`src/rtl/mlt_pkg.sv`:
```
`timescale 1ns / 1ps
package mlt_pkg;

  localparam int unsigned CfgIndexW = 3;
  localparam int unsigned CfgDataW  = 16;

  // blink timing in milliseconds
  localparam logic [9:0]  FAST_TICK_MS  = 10'd25;
  localparam logic [9:0]  BLINK_DARK_MS = 10'd150;
  localparam logic [9:0]  BLINK_LIT_MS  = 10'd350;
  localparam logic [2:0]  BLINK_STEPS   = 3'd6;   // three dark/lit pairs
  localparam logic [15:0] WARN_SECONDS  = 16'd3;
  localparam logic [6:0]  FULL_DUTY     = 7'd100;

  localparam logic [15:0] RST_ON_TIME  = 16'd60;
  localparam logic [6:0]  RST_SENS     = 7'd50;
  localparam logic [11:0] RST_MARGIN   = 12'd300;

  typedef enum logic [1:0] {
    CMD_SECOND = 2'd0,
    CMD_FAST   = 2'd1,
    CMD_MOTION = 2'd2
  } cmd_t;

  typedef enum logic [CfgIndexW-1:0] {
    REG_ON_TIME      = 3'd0,
    REG_SENSITIVITY  = 3'd1,
    REG_AUTO_MODE    = 3'd2,
    REG_LIGHT_MARGIN = 3'd3,
    REG_SENS_INV     = 3'd4,
    REG_LIGHT_PRES   = 3'd5,
    REG_MOTION_PRES  = 3'd6,
    REG_SENS_PRES    = 3'd7
  } reg_idx_t;

  typedef struct packed {
    logic [15:0] on_time_seconds;
    logic [6:0]  sensitivity;
    logic        auto_mode;
    logic [11:0] light_margin;
    logic        sens_pin_inverted;
    logic        light_sensor_present;
    logic        motion_sensor_present;
    logic        sens_output_present;
  } cfg_t;

  typedef struct packed {
    logic        lamp_on;
    logic        lamp_write;
    logic [6:0]  sens_duty;
    logic        sens_write;
    logic [15:0] seconds_left;
    logic        dark_flag;
    logic        warning_active;
  } result_t;

endpackage

```
`src/rtl/mlt_cfg.sv`:
```
`timescale 1ns / 1ps
module mlt_cfg (
  input  logic                             clk,
  input  logic                             rst,
  input  logic                             cfg_we,
  input  logic [mlt_pkg::CfgIndexW-1:0]    cfg_index,
  input  logic [mlt_pkg::CfgDataW-1:0]     cfg_data,
  output mlt_pkg::cfg_t                    cfg
);
  import mlt_pkg::*;

  always_ff @(posedge clk) begin
    if (rst) begin
      cfg.on_time_seconds       <= RST_ON_TIME;
      cfg.sensitivity           <= RST_SENS;
      cfg.auto_mode             <= 1'b0;
      cfg.light_margin          <= RST_MARGIN;
      cfg.sens_pin_inverted     <= 1'b0;
      cfg.light_sensor_present  <= 1'b1;
      cfg.motion_sensor_present <= 1'b1;
      cfg.sens_output_present   <= 1'b1;
    end else if (cfg_we) begin
      case (reg_idx_t'(cfg_index))
        REG_ON_TIME:      cfg.on_time_seconds       <= cfg_data;
        REG_SENSITIVITY:  cfg.sensitivity           <= cfg_data[6:0];
        REG_AUTO_MODE:    cfg.auto_mode             <= cfg_data[0];
        REG_LIGHT_MARGIN: cfg.light_margin          <= cfg_data[11:0];
        REG_SENS_INV:     cfg.sens_pin_inverted     <= cfg_data[0];
        REG_LIGHT_PRES:   cfg.light_sensor_present  <= cfg_data[0];
        REG_MOTION_PRES:  cfg.motion_sensor_present <= cfg_data[0];
        REG_SENS_PRES:    cfg.sens_output_present   <= cfg_data[0];
        default: ;
      endcase
    end
  end

endmodule

```
`src/rtl/mlt_core.sv`:
```
`timescale 1ns / 1ps
module mlt_core (
  input  logic              clk,
  input  logic              rst,
  input  mlt_pkg::cfg_t     cfg,
  input  logic              in_valid,
  output logic              in_ready,
  input  logic [1:0]        cmd,
  input  logic [11:0]       light_level,
  input  logic              motion,
  output logic              res_valid,
  input  logic              res_ready,
  output mlt_pkg::result_t  res
);
  import mlt_pkg::*;

  // input register
  logic        s1_valid;
  cmd_t        s1_cmd;
  logic [11:0] s1_light;
  logic        s1_motion;

  // controller state
  logic [15:0] countdown, countdown_next;
  logic        dark_state, dark_state_next;
  logic        blink_running, blink_running_next;
  logic [2:0]  blink_step, blink_step_next;
  logic [9:0]  blink_elapsed_ms, blink_elapsed_ms_next;
  logic        lamp_level, lamp_level_next;

  logic        lamp_strobe;
  logic        sens_strobe;
  logic        fire;
  logic        motion_eff;
  logic        retrig;
  logic [15:0] cd_tmp;
  logic [10:0] elapsed_sum;
  logic [9:0]  blink_dur;
  logic [2:0]  step_inc;
  logic [6:0]  sens_sat;
  logic [6:0]  duty;

  assign in_ready  = !s1_valid || res_ready;
  assign res_valid = s1_valid;
  assign fire      = s1_valid && res_ready;

  always_ff @(posedge clk) begin
    if (rst) begin
      s1_valid <= 1'b0;
    end else if (in_ready) begin
      s1_valid <= in_valid;
    end
  end

  always_ff @(posedge clk) begin
    if (in_ready && in_valid) begin
      s1_cmd    <= cmd_t'(cmd);
      s1_light  <= light_level;
      s1_motion <= motion;
    end
  end

  assign sens_sat = (cfg.sensitivity > FULL_DUTY) ? FULL_DUTY : cfg.sensitivity;
  assign duty     = cfg.sens_pin_inverted ? (FULL_DUTY - sens_sat) : sens_sat;

  assign blink_dur   = blink_step[0] ? BLINK_LIT_MS : BLINK_DARK_MS;
  assign elapsed_sum = {1'b0, blink_elapsed_ms} + {1'b0, FAST_TICK_MS};
  assign step_inc    = blink_step + 3'd1;

  always_comb begin
    countdown_next        = countdown;
    dark_state_next       = dark_state;
    blink_running_next    = blink_running;
    blink_step_next       = blink_step;
    blink_elapsed_ms_next = blink_elapsed_ms;
    lamp_level_next       = lamp_level;
    lamp_strobe           = 1'b0;
    sens_strobe           = 1'b0;
    motion_eff            = cfg.motion_sensor_present && s1_motion;
    retrig                = 1'b0;
    cd_tmp                = countdown;

    case (s1_cmd)
      CMD_SECOND: begin
        sens_strobe = cfg.sens_output_present;
        if (cfg.auto_mode) begin
          dark_state_next = cfg.light_sensor_present ? (s1_light > cfg.light_margin) : 1'b1;
          retrig = motion_eff && (dark_state_next || (countdown != 16'd0));
          if (retrig) begin
            cd_tmp                = cfg.on_time_seconds;
            blink_running_next    = 1'b0;
            blink_step_next       = 3'd0;
            blink_elapsed_ms_next = 10'd0;
            lamp_level_next       = 1'b1;
            lamp_strobe           = 1'b1;
          end
          countdown_next = cd_tmp;
          if (cd_tmp != 16'd0) begin
            countdown_next = cd_tmp - 16'd1;
            if (cd_tmp == 16'd1) begin
              blink_running_next    = 1'b0;
              blink_step_next       = 3'd0;
              blink_elapsed_ms_next = 10'd0;
              lamp_level_next       = 1'b0;
              lamp_strobe           = 1'b1;
            end else if ((cd_tmp == WARN_SECONDS + 16'd1) && !blink_running_next &&
                         (cfg.on_time_seconds > WARN_SECONDS)) begin
              blink_running_next    = 1'b1;
              blink_step_next       = 3'd0;
              blink_elapsed_ms_next = 10'd0;
              lamp_level_next       = 1'b0;
              lamp_strobe           = 1'b1;
            end
          end
        end else begin
          countdown_next        = 16'd0;
          blink_running_next    = 1'b0;
          blink_step_next       = 3'd0;
          blink_elapsed_ms_next = 10'd0;
        end
      end
      CMD_FAST: begin
        if (blink_running) begin
          if (elapsed_sum[9:0] >= blink_dur) begin
            blink_elapsed_ms_next = 10'd0;
            lamp_strobe           = 1'b1;
            if (step_inc >= BLINK_STEPS) begin
              blink_running_next = 1'b0;
              blink_step_next    = 3'd0;
              lamp_level_next    = 1'b1;
            end else begin
              blink_step_next = step_inc;
              lamp_level_next = step_inc[0];
            end
          end else begin
            blink_elapsed_ms_next = elapsed_sum[9:0];
          end
        end
      end
      CMD_MOTION: begin
        if (cfg.auto_mode && motion_eff && (dark_state || (countdown != 16'd0))) begin
          countdown_next        = cfg.on_time_seconds;
          blink_running_next    = 1'b0;
          blink_step_next       = 3'd0;
          blink_elapsed_ms_next = 10'd0;
          lamp_level_next       = 1'b1;
          lamp_strobe           = 1'b1;
        end
      end
      default: ;
    endcase
  end

  always_ff @(posedge clk) begin
    if (rst) begin
      countdown        <= 16'd0;
      dark_state       <= 1'b0;
      blink_running    <= 1'b0;
      blink_step       <= 3'd0;
      blink_elapsed_ms <= 10'd0;
      lamp_level       <= 1'b0;
    end else if (fire) begin
      countdown        <= countdown_next;
      dark_state       <= dark_state_next;
      blink_running    <= blink_running_next;
      blink_step       <= blink_step_next;
      blink_elapsed_ms <= blink_elapsed_ms_next;
      lamp_level       <= lamp_level_next;
    end
  end

  always_comb begin
    res.lamp_on        = lamp_level_next;
    res.lamp_write     = lamp_strobe;
    res.sens_duty      = duty;
    res.sens_write     = sens_strobe;
    res.seconds_left   = countdown_next;
    res.dark_flag      = dark_state_next;
    res.warning_active = blink_running_next;
  end

  // a running blink always sits inside a live countdown
  a_blink_needs_countdown: assert property (@(posedge clk) disable iff (rst)
    blink_running |-> (countdown != 16'd0))
    else $error("blink running with countdown at zero");

  a_blink_step_range: assert property (@(posedge clk) disable iff (rst)
    blink_running |-> (blink_step < BLINK_STEPS) && (blink_elapsed_ms < BLINK_LIT_MS))
    else $error("blink step or phase timer out of range");

  a_blink_idle_clear: assert property (@(posedge clk) disable iff (rst)
    !blink_running |-> (blink_step == 3'd0) && (blink_elapsed_ms == 10'd0))
    else $error("blink phase left over while idle");

  a_state_holds: assert property (@(posedge clk) disable iff (rst)
    !$past(fire) && !$past(rst) |-> $stable(countdown) && $stable(lamp_level))
    else $error("controller state moved without a transaction");

endmodule

```
`src/rtl/mlt_obuf.sv`:
```
`timescale 1ns / 1ps
module mlt_obuf (
  input  logic              clk,
  input  logic              rst,
  input  logic              push_valid,
  output logic              push_ready,
  input  mlt_pkg::result_t  push_data,
  output logic              pop_valid,
  input  logic              pop_ready,
  output mlt_pkg::result_t  pop_data
);
  import mlt_pkg::*;

  result_t    slot [2];
  logic       wr_ptr;
  logic       rd_ptr;
  logic [1:0] count;
  logic       push;
  logic       pop;

  assign push_ready = (count != 2'd2);
  assign pop_valid  = (count != 2'd0);
  assign pop_data   = slot[rd_ptr];
  assign push       = push_valid && push_ready;
  assign pop        = pop_valid && pop_ready;

  always_ff @(posedge clk) begin
    if (push) begin
      slot[wr_ptr] <= push_data;
    end
  end

  always_ff @(posedge clk) begin
    if (rst) begin
      wr_ptr <= 1'b0;
      rd_ptr <= 1'b0;
      count  <= 2'd0;
    end else begin
      if (push) wr_ptr <= !wr_ptr;
      if (pop)  rd_ptr <= !rd_ptr;
      case ({push, pop})
        2'b10:   count <= count + 2'd1;
        2'b01:   count <= count - 2'd1;
        default: count <= count;
      endcase
    end
  end

endmodule

```
`src/rtl/motion_lamp_timer_with_warning_blink_unit.sv`:
```
`timescale 1ns / 1ps
// Motion lamp controller with a switch-off warning blink. One event
// (second tick, fast tick or motion change) is taken per clock and each
// event yields exactly one result. An event is held in the input
// register, where the countdown, dark flag and blink state are updated,
// and its result is then registered in a two-entry output queue before
// it is offered; a stalled output only holds the input once both queue
// entries are full. Configuration registers are written through
// cfg_we/cfg_index/cfg_data; the user must write them only while no event
// is in flight, as the block itself does not enforce it.
module motion_lamp_timer_with_warning_blink_unit (
  input  logic                          clk,
  input  logic                          rst,
  input  logic                          cfg_we,
  input  logic [mlt_pkg::CfgIndexW-1:0] cfg_index,
  input  logic [mlt_pkg::CfgDataW-1:0]  cfg_data,
  input  logic                          in_valid,
  output logic                          in_ready,
  input  logic [1:0]                    cmd,
  input  logic [11:0]                   light_level,
  input  logic                          motion,
  output logic                          out_valid,
  input  logic                          out_ready,
  output logic                          lamp_on,
  output logic                          lamp_write,
  output logic [6:0]                    sens_duty,
  output logic                          sens_write,
  output logic [15:0]                   seconds_left,
  output logic                          dark_flag,
  output logic                          warning_active
);
  import mlt_pkg::*;

  cfg_t    cfg;
  result_t core_res;
  result_t out_res;
  logic    core_valid;
  logic    core_ready;

  mlt_cfg u_cfg (
    .clk       (clk),
    .rst       (rst),
    .cfg_we    (cfg_we),
    .cfg_index (cfg_index),
    .cfg_data  (cfg_data),
    .cfg       (cfg)
  );

  mlt_core u_core (
    .clk         (clk),
    .rst         (rst),
    .cfg         (cfg),
    .in_valid    (in_valid),
    .in_ready    (in_ready),
    .cmd         (cmd),
    .light_level (light_level),
    .motion      (motion),
    .res_valid   (core_valid),
    .res_ready   (core_ready),
    .res         (core_res)
  );

  mlt_obuf u_obuf (
    .clk        (clk),
    .rst        (rst),
    .push_valid (core_valid),
    .push_ready (core_ready),
    .push_data  (core_res),
    .pop_valid  (out_valid),
    .pop_ready  (out_ready),
    .pop_data   (out_res)
  );

  assign lamp_on        = out_res.lamp_on;
  assign lamp_write     = out_res.lamp_write;
  assign sens_duty      = out_res.sens_duty;
  assign sens_write     = out_res.sens_write;
  assign seconds_left   = out_res.seconds_left;
  assign dark_flag      = out_res.dark_flag;
  assign warning_active = out_res.warning_active;

endmodule
```
`config.mk`:
```
export PLATFORM = sky130hd
export DESIGN_NAME = motion_lamp_timer_with_warning_blink_unit
export DESIGN_NICKNAME = d
export VERILOG_FILES = /design/src/rtl/mlt_pkg.sv /design/src/rtl/mlt_cfg.sv /design/src/rtl/mlt_core.sv /design/src/rtl/mlt_obuf.sv /design/src/rtl/motion_lamp_timer_with_warning_blink_unit.sv
export SDC_FILE = /design/constraint.sdc
export NUM_CORES = 1
export LEC_CHECK = 0
export ABC_CLOCK_PERIOD_IN_PS = 12300
export BUFFER_PORTS_ARGS = -buffer_cell sky130_fd_sc_hd__clkbuf_2
export CORE_UTILIZATION = 60
export DETAILED_ROUTE_END_ITERATION = 10
export PLACE_DENSITY = 0.9
export SLEW_MARGIN = 30
export SYNTH_ARGS = -nofsm -noshare
export SYNTH_HDL_FRONTEND = slang
export SYNTH_SLANG_ARGS = --single-unit
```
`constraint.sdc`:
```
create_clock -name clk -period 12.3 [get_ports clk]
set_clock_uncertainty 0.15 [all_clocks]
set_input_delay 0.615 -clock clk [delete_from_list [all_inputs] [get_ports clk]]
set_output_delay 0.615 -clock clk [all_outputs]
set_load 0.02 [all_outputs]
```
==> results of run 1 <==
==> cells by family (layout without fill, tap and decap cells) <==
kind of cell	count (synthesis)	in the layout	synth area share, %
buffers and inverters	86	150	4.41
muxes	53	53	7.25
xor gates and xnor gates	27	27	3.02
and+or+nand+nor	267	267	17.1
AOI/OAI and AO/OA	193	193	16.5
DFF	149	149	47.2
adders and majority gates	28	28	4.48
==> synthesized netlist by cell type, drive strengths merged (7+ instances only) <==
| cell | instances | area [um2] |
|---|---|---|
| o21ai | 41 | 205 |
| and2 | 11 | 71.3 |
| a31oi | 9 | 56.3 |
| nor4 | 12 | 103 |
| buf | 10 | 60.1 |
| o211ai | 7 | 57.6 |
| dfxtp | 78 | 1560 |
| nor2 | 42 | 165 |
| inv | 41 | 154 |
| xor2 | 10 | 87.6 |
| xnor2 | 17 | 149 |
| mux2 | 29 | 327 |
| nand2b | 12 | 75.1 |
| nand4 | 8 | 62.6 |
| ha | 28 | 350 |
| edfxtp | 71 | 2130 |
| clkbuf | 35 | 131 |
| a21o | 10 | 75.1 |
| nand3 | 21 | 105 |
| nor3 | 18 | 90.1 |
| a21oi | 61 | 313 |
| mux2i | 24 | 240 |
| nand2 | 109 | 414 |
==> through the flow <==
stage | std cells | util [%] | instance area [um2]
after floorplan | 803 | - | 7820
after global placement | 1007 | 65.2 | 8260
after detailed placement | 1007 | 65.2 | 8260
after CTS | 1039 | 69.6 | 8820
after global routing | 1039 | 69.6 | 8820
final | 1039 | 69.6 | 8820
==> sequential cells by signal, summed over array words and instances, names as in the netlist, named ones only <==
name / count
u_obuf.count: 2
u_core.blink_step: 3
u_core.blink_elapsed_ms: 10
u_obuf.wr_ptr: 1
u_cfg.cfg: 40
u_core.s1_cmd: 2
u_core.blink_running: 1
u_core.s1_light: 12
u_core.s1_motion: 1
u_core.countdown: 16
u_obuf.rd_ptr: 1
u_core.dark_state: 1
u_core.res_valid: 1
u_core.lamp_level: 1
u_obuf.slot: 56
==> area by class of cell <==
cell class / count / area [um2]
inverters: 41 / 154
repair buffers: 77 / 408
well taps: 172 / 215
clock buffers: 18 / 429
multi-input cells: 568 / 3800
clock inverters: 14 / 126
fillers: 947 / 3850
flip-flops and latches: 149 / 3690
==> power by group <==
part | leakage [nW] | internal, mW | switching [mW]
Clock | 0.273 | 0.280 | 0.207
Sequential | 1.30 | 0.555 | 0.0282
Combinational | 1.85 | 0.116 | 0.172
Total | 3.43 | 0.951 | 0.407
==> layout by cell type (no fill, tap or decap), types with 4 or more instances in the layout <==
cell	count
nor3b_1	4
nor4_1	9
nor3_1	18
o31ai_1	4
a32o_1	5
a31o_2	4
a21oi_1	58
edfxtp_1	71
ha_1	28
or2_2	4
a31oi_1	9
inv_1	41
nand2_1	107
a21o_1	10
a22oi_1	5
and2_1	10
clkbuf_16	17
nor2_1	39
a222oi_1	5
a211oi_1	5
xnor2_1	17
o211ai_1	6
nand4_1	6
dfxtp_1	78
o21ai_0	40
buf_4	9
nand3_1	21
nand2b_1	12
nor2b_1	4
mux2i_1	24
nand3b_1	4
clkbuf_2	68
a21boi_0	4
mux2_2	29
xor2_1	10
==> critical path, cell delays in order (launching register included) <==
cell and delay [ps]:
dfxtp_1 370, nor4_1 440, and4_1 350, and2_4 200, nand4_2 120, nand2_2 400
mux2i_1 360, ha_1 510, nor3b_1 530, nand2_1 170, or3_1 390, nor2_1 140
xnor2_1 130, o22ai_1 90, a221o_1 290, o211a_1 240
==> worst max-delay path by stage <==
stage | from | slack (ps) | endpoint | cells past startpoint
after CTS | u_cfg.cfg[11] | 7420 | u_core.countdown[10] | 17
final | u_core.countdown[2] | 7310 | u_core.countdown[10] | 15
after floorplan | u_core.s1_light[5] | 8320 | u_core.countdown[10] | 17
after detailed placement | u_core.countdown[2] | 7470 | u_core.countdown[10] | 15
after global placement | u_core.countdown[2] | 7620 | u_core.countdown[10] | 15
after global routing | u_cfg.cfg[14] | 6880 | u_obuf.slot[1][14] | 16
==> per-layer routing <==
layer  global-route usage, %  vias to the layer above  share of wire (%)
met5                       0                        -                  0
met4                    14.1                        0                3.0
met3                    6.12                       63                6.8
met2                    48.6                      278                 48
met1                    38.1                     3109                 42
li1                        -                     3029                  -
==> impl_metrics.py, run 1 <==
metrics = {
    "drt": {
        "first_pass_iters": 6,
        "remaining_drc_errors": 0,
        "dr_total_vias": 6479,
        "drt_wl_total_um": 18700,
        "detailedRoute.firstIterationViolations": 700,
        "antenna_violating_nets_post_route": 0,
        "vias_per_cell": 6.24,
        "routed_wire_per_std_cell_um": 18.0,
    },
    "yosys": {
        "ys_async_sr_fraction_pct": 0,
        "seq_area_frac_synth_pct": 47.2,
        "synth_area_um2": 7820,
        "post_synth.cell_area_avg_um2": 9.74,
        "synth_warnings": 0,
        "synth.distinct_cells": 75,
        "synth_cells": 803,
        "synth.ff_latch_count": 149,
        "net_count_synth": 870,
        "postSynth.topFlopCell": "dfxtp_1",
        "synth-edff-count": 71,
    },
    "die": {
        "effective_utilization_at_floorplan_pct": 61.7,
        "design.core.area_um2": 12700,
        "fp.dieW_um": 116,
        "floorplan.die_area_um2": 13500,
        "chipHeight_um": 116,
        "num_rows": 41,
        "design.portCount": 69,
    },
    "worst_setup_path": {
        "worst-r2r-setup-slack_ps": 7310,
        "worst_r2r_path_depth": 15,
        "cp_data_required_time_ps": 12470,
        "crit_path_start_kind": "register",
        "timing.rr.end": "u_core.countdown[10]",
        "cp-end-kind": "register",
        "crit_path_max_fanout": 21,
        "critical_path_class": "register to register",
        "cp.arrival_ps": 5160,
        "r2r_start": "u_core.countdown[2]",
    },
    "cells_and_area": {
        "drive_gt1_share_pct": 19.1,
        "area_delta_synth_final_pct": 12.8,
        "antenna-diode-count": 0,
        "final_nets": 921,
    },
    "sta": {
        "postLayoutSetupSlackWorst_ps": 7310,
        "hold_ws_ps": 208,
        "final.min_clock_period_ps": 4990,
        "report.final.hold_viol_count": 0,
        "timing.final.setup_violations": 0,
        "fmax_ghz": 0.200,
        "final_min_period_over_clock_period_pct": 40.6,
        "grt_setup_unrepaired": "no",
        "setup_tns_ps": 0,
        "slew_at_the_pin_closest_to_its_max_slew_limit_ps": 925,
        "finalMaxSlewViolations": 0,
        "relative_slew_slack_pct": 38.3,
    },
    "global_route": {
        "grt_remaining_overflow": 0,
        "first_global_vias": 6197,
        "antenna_found_initial": 0,
        "grt_start_max_net_pins": 52,
        "wire_length_of_the_first_global_routing_pass_um": 30500,
        "overall_global_routing_resource_usage_pct": 29.8,
    },
    "cts": {
        "cts_resized": 0,
        "tritoncts": "built",
        "htree_levels": 4,
        "cts.path.max_buffers": 2,
        "cts.hold.buffers_added": 0,
        "cts.repair_timing.setup_buffer_count": 0,
        "cts_num_sinks": 149,
        "clk_root_buffer_cell": "clkbuf_16",
        "cts.reportedPaths.clkPinSlew_ps": 60,
        "total_clock_buffers_created_by_cts": 17,
        "insertion_delay_ps": 430,
    },
    "pwr": {
        "pwr_density_cell_nw_per_um2": 154,
        "fin_total_pwr_mw": 1.36,
        "leakage_power_summed_over_all_cells_nw": 3.43,
        "irDropWorstVdd_mv": 0.102,
    },
    "placed_design": {
        "io_buffer_count": 68,
        "post-dp-hpwl_um": 13000,
        "gpl.final_weighted_congestion": 0.957,
        "dp_slack_ps": 7470,
    },
    "status": {
        "outcome": "finished clean",
    },
    "worst_hold_path": {
        "hold_end": "u_core.s1_light[0]",
        "worst_hold_path.num_cells": 1,
        "hp-class": "input pin to register",
        "timing.hold.worst.start": "light_level[0]",
    },
    "run": {
        "max-cap-violations": 0,
    },
}
No activity file was read; power rests on OpenSTA's default activity.
==> run 2: changes to the inputs <==
Settings changed: ABC_CLOCK_PERIOD_IN_PS 12300 to 5000.
Clock period 12.3 ns to 5 ns, I/O delays scaled along.
==> impl_metrics.py, run 2 (synthesized netlist as in run 1, its figures left out) <==
metrics = {
    "placed_design": {
        "post-dp-hpwl_um": 12500,
        "gpl.final_weighted_congestion": 0.974,
        "io_buffer_count": 68,
    },
    "worst_setup_path": {
        "cp-end-kind": "register",
        "cp.arrival_ps": 4870,
        "slowest_stage": "nor4_1",
        "cp_top_family": "simple AND/OR/NAND/NOR gates",
        "timing.critical_path.buf_inv": 0,
        "critical_path_class": "register to register",
        "crit_path_max_fanout": 14,
        "cp_data_required_time_ps": 5180,
        "max_stage_delay_ps": 570,
        "worstPathCellList": "nor4_1 > and4_1 > and2_4 > nand4_2 > nand2_2 > mux2i_1 > ha_2 > nor3b_1 > nand2_1 > or3_1 > nor2_1 > xnor2_1 > o22ai_1 > a221o_1 > o211a_1",
        "crit_path_start_kind": "register",
    },
    "cells_and_area": {
        "final_common_cell": "nand2_1",
        "final_nets": 956,
        "largest_reg_flops": 56,
        "drive_gt1_share_pct": 18.6,
        "area_delta_synth_final_pct": 17.6,
        "antenna-diode-count": 0,
        "filler_cell_count": 858,
        "max_flop_register": "u_obuf.slot",
        "biggestRegsByFlops": "u_obuf.slot x56, u_cfg.cfg x40, u_core.countdown x16",
        "ff_latch_area_um2": 3690,
        "layout.cells.most_common_list": "nand2_1, dfxtp_1, edfxtp_1",
        "multiInputGateArea_um2": 3790,
    },
    "sta": {
        "slew_at_the_pin_closest_to_its_max_slew_limit_ps": 823,
        "report.final.hold_viol_count": 0,
        "relative_slew_slack_pct": 45.1,
        "fmax_ghz": 0.213,
        "final.min_clock_period_ps": 4690,
        "grt_setup_unrepaired": "no",
        "finalMaxSlewViolations": 0,
        "setup_tns_ps": 0,
        "timing.final.setup_violations": 0,
        "final_min_period_over_clock_period_pct": 93.9,
    },
    "global_route": {
        "grt_remaining_overflow": 0,
        "first_global_vias": 6145,
        "grt_start_max_net_pins": 52,
        "antenna_found_initial": 0,
        "wire_length_of_the_first_global_routing_pass_um": 31100,
        "overall_global_routing_resource_usage_pct": 30.8,
    },
    "cts": {
        "insertion_delay_ps": 430,
        "cts.reportedPaths.clkPinSlew_ps": 60,
        "tritoncts": "built",
        "cts.path.max_buffers": 2,
        "cts_num_sinks": 149,
        "htree_levels": 4,
        "cts.repair_timing.setup_buffer_count": 0,
        "total_clock_buffers_created_by_cts": 17,
        "clk_root_buffer_cell": "clkbuf_16",
    },
    "drt": {
        "vias_per_cell": 6.13,
        "antenna_violating_nets_post_route": 0,
        "remaining_drc_errors": 0,
        "detailedRoute.firstIterationViolations": 626,
        "dr_total_vias": 6585,
        "first_pass_iters": 6,
        "routed_wire_per_std_cell_um": 18.3,
        "drt_wl_total_um": 19600,
    },
    "die": {
        "chipHeight_um": 116,
        "num_rows": 41,
        "design.core.area_um2": 12700,
        "floorplan.die_area_um2": 13500,
        "fp.dieW_um": 116,
        "effective_utilization_at_floorplan_pct": 61.7,
        "design.portCount": 69,
    },
    "pwr": {
        "leakage_power_summed_over_all_cells_nw": 3.58,
        "irDropWorstVdd_mv": 0.208,
        "pwr_density_cell_nw_per_um2": 377,
        "fin_total_pwr_mw": 3.47,
    },
    "run": {
        "max-cap-violations": 0,
    },
    "status": {
        "outcome": "finished clean",
    },
    "worst_hold_path": {
        "hp-class": "input pin to register",
    },
}
==> run 2: cell types whose count changed in the layout (fill, tap and decap cells not counted), sizes merged <==
| cell | before | now |
|---|---|---|
| buf | 9 | 12 |
| bufinv | 1 | 3 |
| clkbuf | 86 | 89 |
| clkinv | 8 | 2 |
| clkinvlp | 1 | 3 |
| dlygate4sd3 | 0 | 32 |
| inv | 45 | 44 |
==> run 2: report_power, final <==
| part | switching, mW | leakage (nW) | internal [mW] |
|---|---|---|---|
| registers | 0.0600 | 1.30 | 1.37 |
| logic | 0.440 | 2.00 | 0.305 |
| clock network | 0.512 | 0.279 | 0.788 |
| total | 1.01 | 3.58 | 2.46 |
==> run 2: layout make-up <==
class	count	share of cell area, %
multi-input combinational	568	41.2
sequential	149	40.1
timing repair buffer	112	8.16
clock buffer	21	4.79
tap	172	2.34
inverter	41	1.67
clock inverter	11	1.66
==> run 2: what timing repair did <==
item / CTS / global route
hold buffers: 32 / 0
endpoints found under the hold margin: 48 / 0
endpoints found under the setup margin: 0 / 2
resized for setup: 0 / 1
==> run 2: worst paths after layout <==
check                      startpoint                    to  slack, ps  cells after the start
setup / recovery  u_core.countdown[2]  u_core.countdown[10]        310                     15
hold / removal           cfg_index[2]          u_cfg.cfg[2]         80                      4
setup reg to reg  u_core.countdown[2]  u_core.countdown[10]        310                     15
hold reg to reg         u_cfg.cfg[14]         u_cfg.cfg[14]        310                      2
==> run 2: layer usage <==
| layer | wire length [um] | share of wire, % | GRT usage [%] |
|---|---|---|---|
| met4 | 821 | 4.2 | 16.0 |
| met3 | 1650 | 8.4 | 9.13 |
| met1 | 7850 | 40 | 36.8 |
| met5 | 0 | 0 | 0 |
| met2 | 9290 | 47 | 50.6 |
==> run 2: worst reg2reg max path: cells and delay by family (launching register included) <==
kind	cells	cell delay, ps
AOI/OAI and AO/OA	3	610
xor gates and xnor gates	1	130
adders and majority gates	1	410
DFF	1	380
muxes	1	350
and+or+nand+nor	9	2560
==> run 2: through the flow <==
step | instances | utilization [%] | hold slack [ps] | instance area (um2) | setup WS, ps
finish | 1074 | 72.6 | 83.3 | 9200 | 307
global route | 1074 | 72.6 | 90.6 | 9200 | 14.8
CTS | 1074 | 72.6 | 48.4 | 9200 | 420
detailed placement | 1010 | 65.4 | 279 | 8280 | 441
global placement | 1010 | 65.3 | 276 | 8280 | 552
floorplan | 803 | - | 199 | 7820 | 1020
==> run 3: changes to the inputs <==
Settings changed: ABC_AREA set to 1, GPL_TIMING_DRIVEN set to 0.
==> impl_metrics.py, run 3 <==
metrics = {
    "global_route": {
        "groute.layer.met3.usage_pct": 7.83,
        "grt_remaining_overflow": 0,
        "first_global_vias": 7181,
        "wire_length_of_the_first_global_routing_pass_um": 35100,
        "grt_busiest_layer": "met2",
        "overall_global_routing_resource_usage_pct": 34.3,
        "grt_start_max_net_pins": 22,
        "antenna_found_initial": 0,
        "grt.met2_usage_pct": 58.6,
        "groute.layer.met1.usage_pct": 41.1,
    },
    "worst_setup_path": {
        "worstPathCellList": "ha_1 > nand2_1 > inv_2 > nand2_1 > nor2_1 > nand2_1 > nand3_1 > nand2_2 > nand3_4 > nand2_4 > buf_6 > o21ai_2 > ha_1 > nand2_1 > a21oi_1 > nand3_1 > nor2_1 > nand2_1 > o21ai_1 > nor2_1 > o31ai_1",
        "cp.arrival_ps": 4290,
        "timing.critical_path.mode_cell": "nand2_1",
        "cp_top_family": "simple AND/OR/NAND/NOR gates",
        "max_stage_delay_ps": 470,
        "r2r_start": "u_core.s1_light[11]",
        "critical_path_class": "register to register",
        "critPathLaunch": "u_core.s1_light[11]",
        "slowest_stage": "o31ai_1",
        "crit_path_start_kind": "register",
        "cp-end-kind": "register",
        "crit_path_max_fanout": 10,
        "cp_data_required_time_ps": 5010,
        "timing.critical_path.buf_inv": 2,
    },
    "cts": {
        "cts.reportedPaths.clkPinSlew_ps": 60,
        "insertion_delay_ps": 440,
        "cts.repair_timing.setup_buffer_count": 0,
        "total_clock_buffers_created_by_cts": 17,
        "htree_levels": 4,
        "cts.path.max_buffers": 2,
        "cts_resized": 0,
        "clk_root_buffer_cell": "clkbuf_16",
        "cts_num_sinks": 149,
        "tritoncts": "built",
        "cts.hold.buffers_added": 31,
    },
    "sta": {
        "slew_at_the_pin_closest_to_its_max_slew_limit_ps": 966,
        "relative_slew_slack_pct": 35.2,
        "setup_tns_ps": 0,
        "hold_ws_ps": 11.4,
        "final_min_period_over_clock_period_pct": 85.6,
        "final.min_clock_period_ps": 4280,
        "timing.final.setup_violations": 0,
        "fmax_ghz": 0.234,
        "report.final.hold_viol_count": 0,
        "grt_setup_unrepaired": "no",
        "finalMaxSlewViolations": 0,
    },
    "yosys": {
        "ys_async_sr_fraction_pct": 0,
        "synth_cells": 966,
        "synthDominantAreaCellType": "edfxtp_1",
        "synth_area_um2": 7960,
        "post-synth-top-count-cell": "nand2_1",
        "synth_common_cells": "nand2_1, inv_1, dfxtp_1, nand3_1, edfxtp_1",
        "net_count_synth": 1033,
        "postSynth.topFlopCell": "dfxtp_1",
        "seq_area_frac_synth_pct": 46.4,
        "synth_area_leaders": "edfxtp_1, dfxtp_1, nand2_1",
        "synth_top_cell_area_share_pct": 26.8,
        "post_synth.cell_area_avg_um2": 8.24,
        "synth_warnings": 0,
        "synth.distinct_cells": 44,
        "synth-edff-count": 71,
        "synth.ff_latch_count": 149,
    },
    "cells_and_area": {
        "final_nets": 1152,
        "drive_gt1_share_pct": 15.9,
        "max_flop_register": "u_obuf.slot",
        "area_delta_synth_final_pct": 18.8,
        "layout.cells.most_common_list": "nand2_1, inv_1, dfxtp_1",
        "biggestRegsByFlops": "u_obuf.slot x56, u_cfg.cfg x40, u_core.countdown x16",
        "final_common_cell": "nand2_1",
        "antenna-diode-count": 0,
        "largest_reg_flops": 56,
    },
    "placed_design": {
        "gpl.final_weighted_congestion": 0.967,
        "io_buffer_count": 67,
        "post-dp-hpwl_um": 15000,
    },
    "drt": {
        "drt_wl_total_um": 21700,
        "first_pass_iters": 7,
        "detailedRoute.firstIterationViolations": 763,
        "dr_total_vias": 7283,
        "remaining_drc_errors": 0,
        "antenna_violating_nets_post_route": 0,
        "vias_per_cell": 5.73,
        "routed_wire_per_std_cell_um": 17.1,
    },
    "die": {
        "chipHeight_um": 117,
        "design.portCount": 69,
        "fp.dieW_um": 117,
        "num_rows": 41,
        "effective_utilization_at_floorplan_pct": 62.3,
        "floorplan.die_area_um2": 13700,
        "design.core.area_um2": 12800,
    },
    "pwr": {
        "irDropWorstVdd_mv": 0.292,
        "leakage_power_summed_over_all_cells_nw": 4.26,
        "pwr_density_cell_nw_per_um2": 345,
    },
    "status": {
        "outcome": "finished clean",
    },
    "worst_hold_path": {
        "timing.hold.worst.start": "cfg_data[12]",
        "hp-class": "input pin to register",
    },
    "run": {
        "max-cap-violations": 0,
    },
}
## run 3: final timing paths
| kind | end | slack (ps) | depth (start not counted) |
|---|---|---|---|
| min | u_cfg.cfg[36] | 10 | 3 |
| max | u_obuf.slot[0][26] | 720 | 21 |
| max reg2reg | u_obuf.slot[0][26] | 720 | 21 |
| min reg2reg | register | 310 | 1 |
## run 3: layout make-up
cell class | instances | area, um2
Buffer | 30 | 150
Clock buffer | 19 | 443
Clock inverter | 13 | 121
Fill cell | 922 | 3320
Inverter | 130 | 488
Multi-Input combinational cell | 657 | 3640
Sequential cell | 149 | 3690
Tap cell | 172 | 215
Timing Repair Buffer | 100 | 701
## run 3: where the power goes
part           internal (mW)  total, mW  switching [mW]
Sequential              1.36       1.40          0.0452
Clock                  0.703       1.23           0.524
Combinational          0.222      0.633           0.411
## run 3: tightest hold or removal path: stages
cell	delay [ps]
clkbuf_2	90
o21ai_0	80
a21oi_1	130
## run 3: metrics by stage
stage | worst slack [ps] | power [mW] | cells | utilization (%) | cell area (um2)
2_1_floorplan | 1900 | 1.84 | 966 | - | 7960
3_5_place_dp | 1030 | 2.02 | 1207 | 67.2 | 8580
3_3_place_gp | 1040 | 1.99 | 1205 | 66.6 | 8510
5_1_grt | 746 | 3.39 | 1270 | 74.0 | 9460
6_report | 722 | 3.26 | 1270 | 74.0 | 9460
4_1_cts | 1010 | 3.24 | 1270 | 74.0 | 9460
## run 3: routing by layer
| layer | vias up | part of all wire (%) |
|---|---|---|
| met1 | 3326 | 40 |
| li1 | 3485 | - |
| met3 | 78 | 8.7 |
| met5 | - | 0 |
| met4 | 0 | 3.6 |
| met2 | 394 | 48 |
## run 3: cell families (layout without fill, tap and decap cells)
family	count (synthesis)	count (layout)	synth area share (%)
compound gates	159	159	11.0
xor+xnor	14	14	1.54
fa+ha+maj	28	28	4.40
buf+inv	160	292	8.02
flops	149	149	46.4
mux	28	28	3.96
simple gates	428	428	24.6
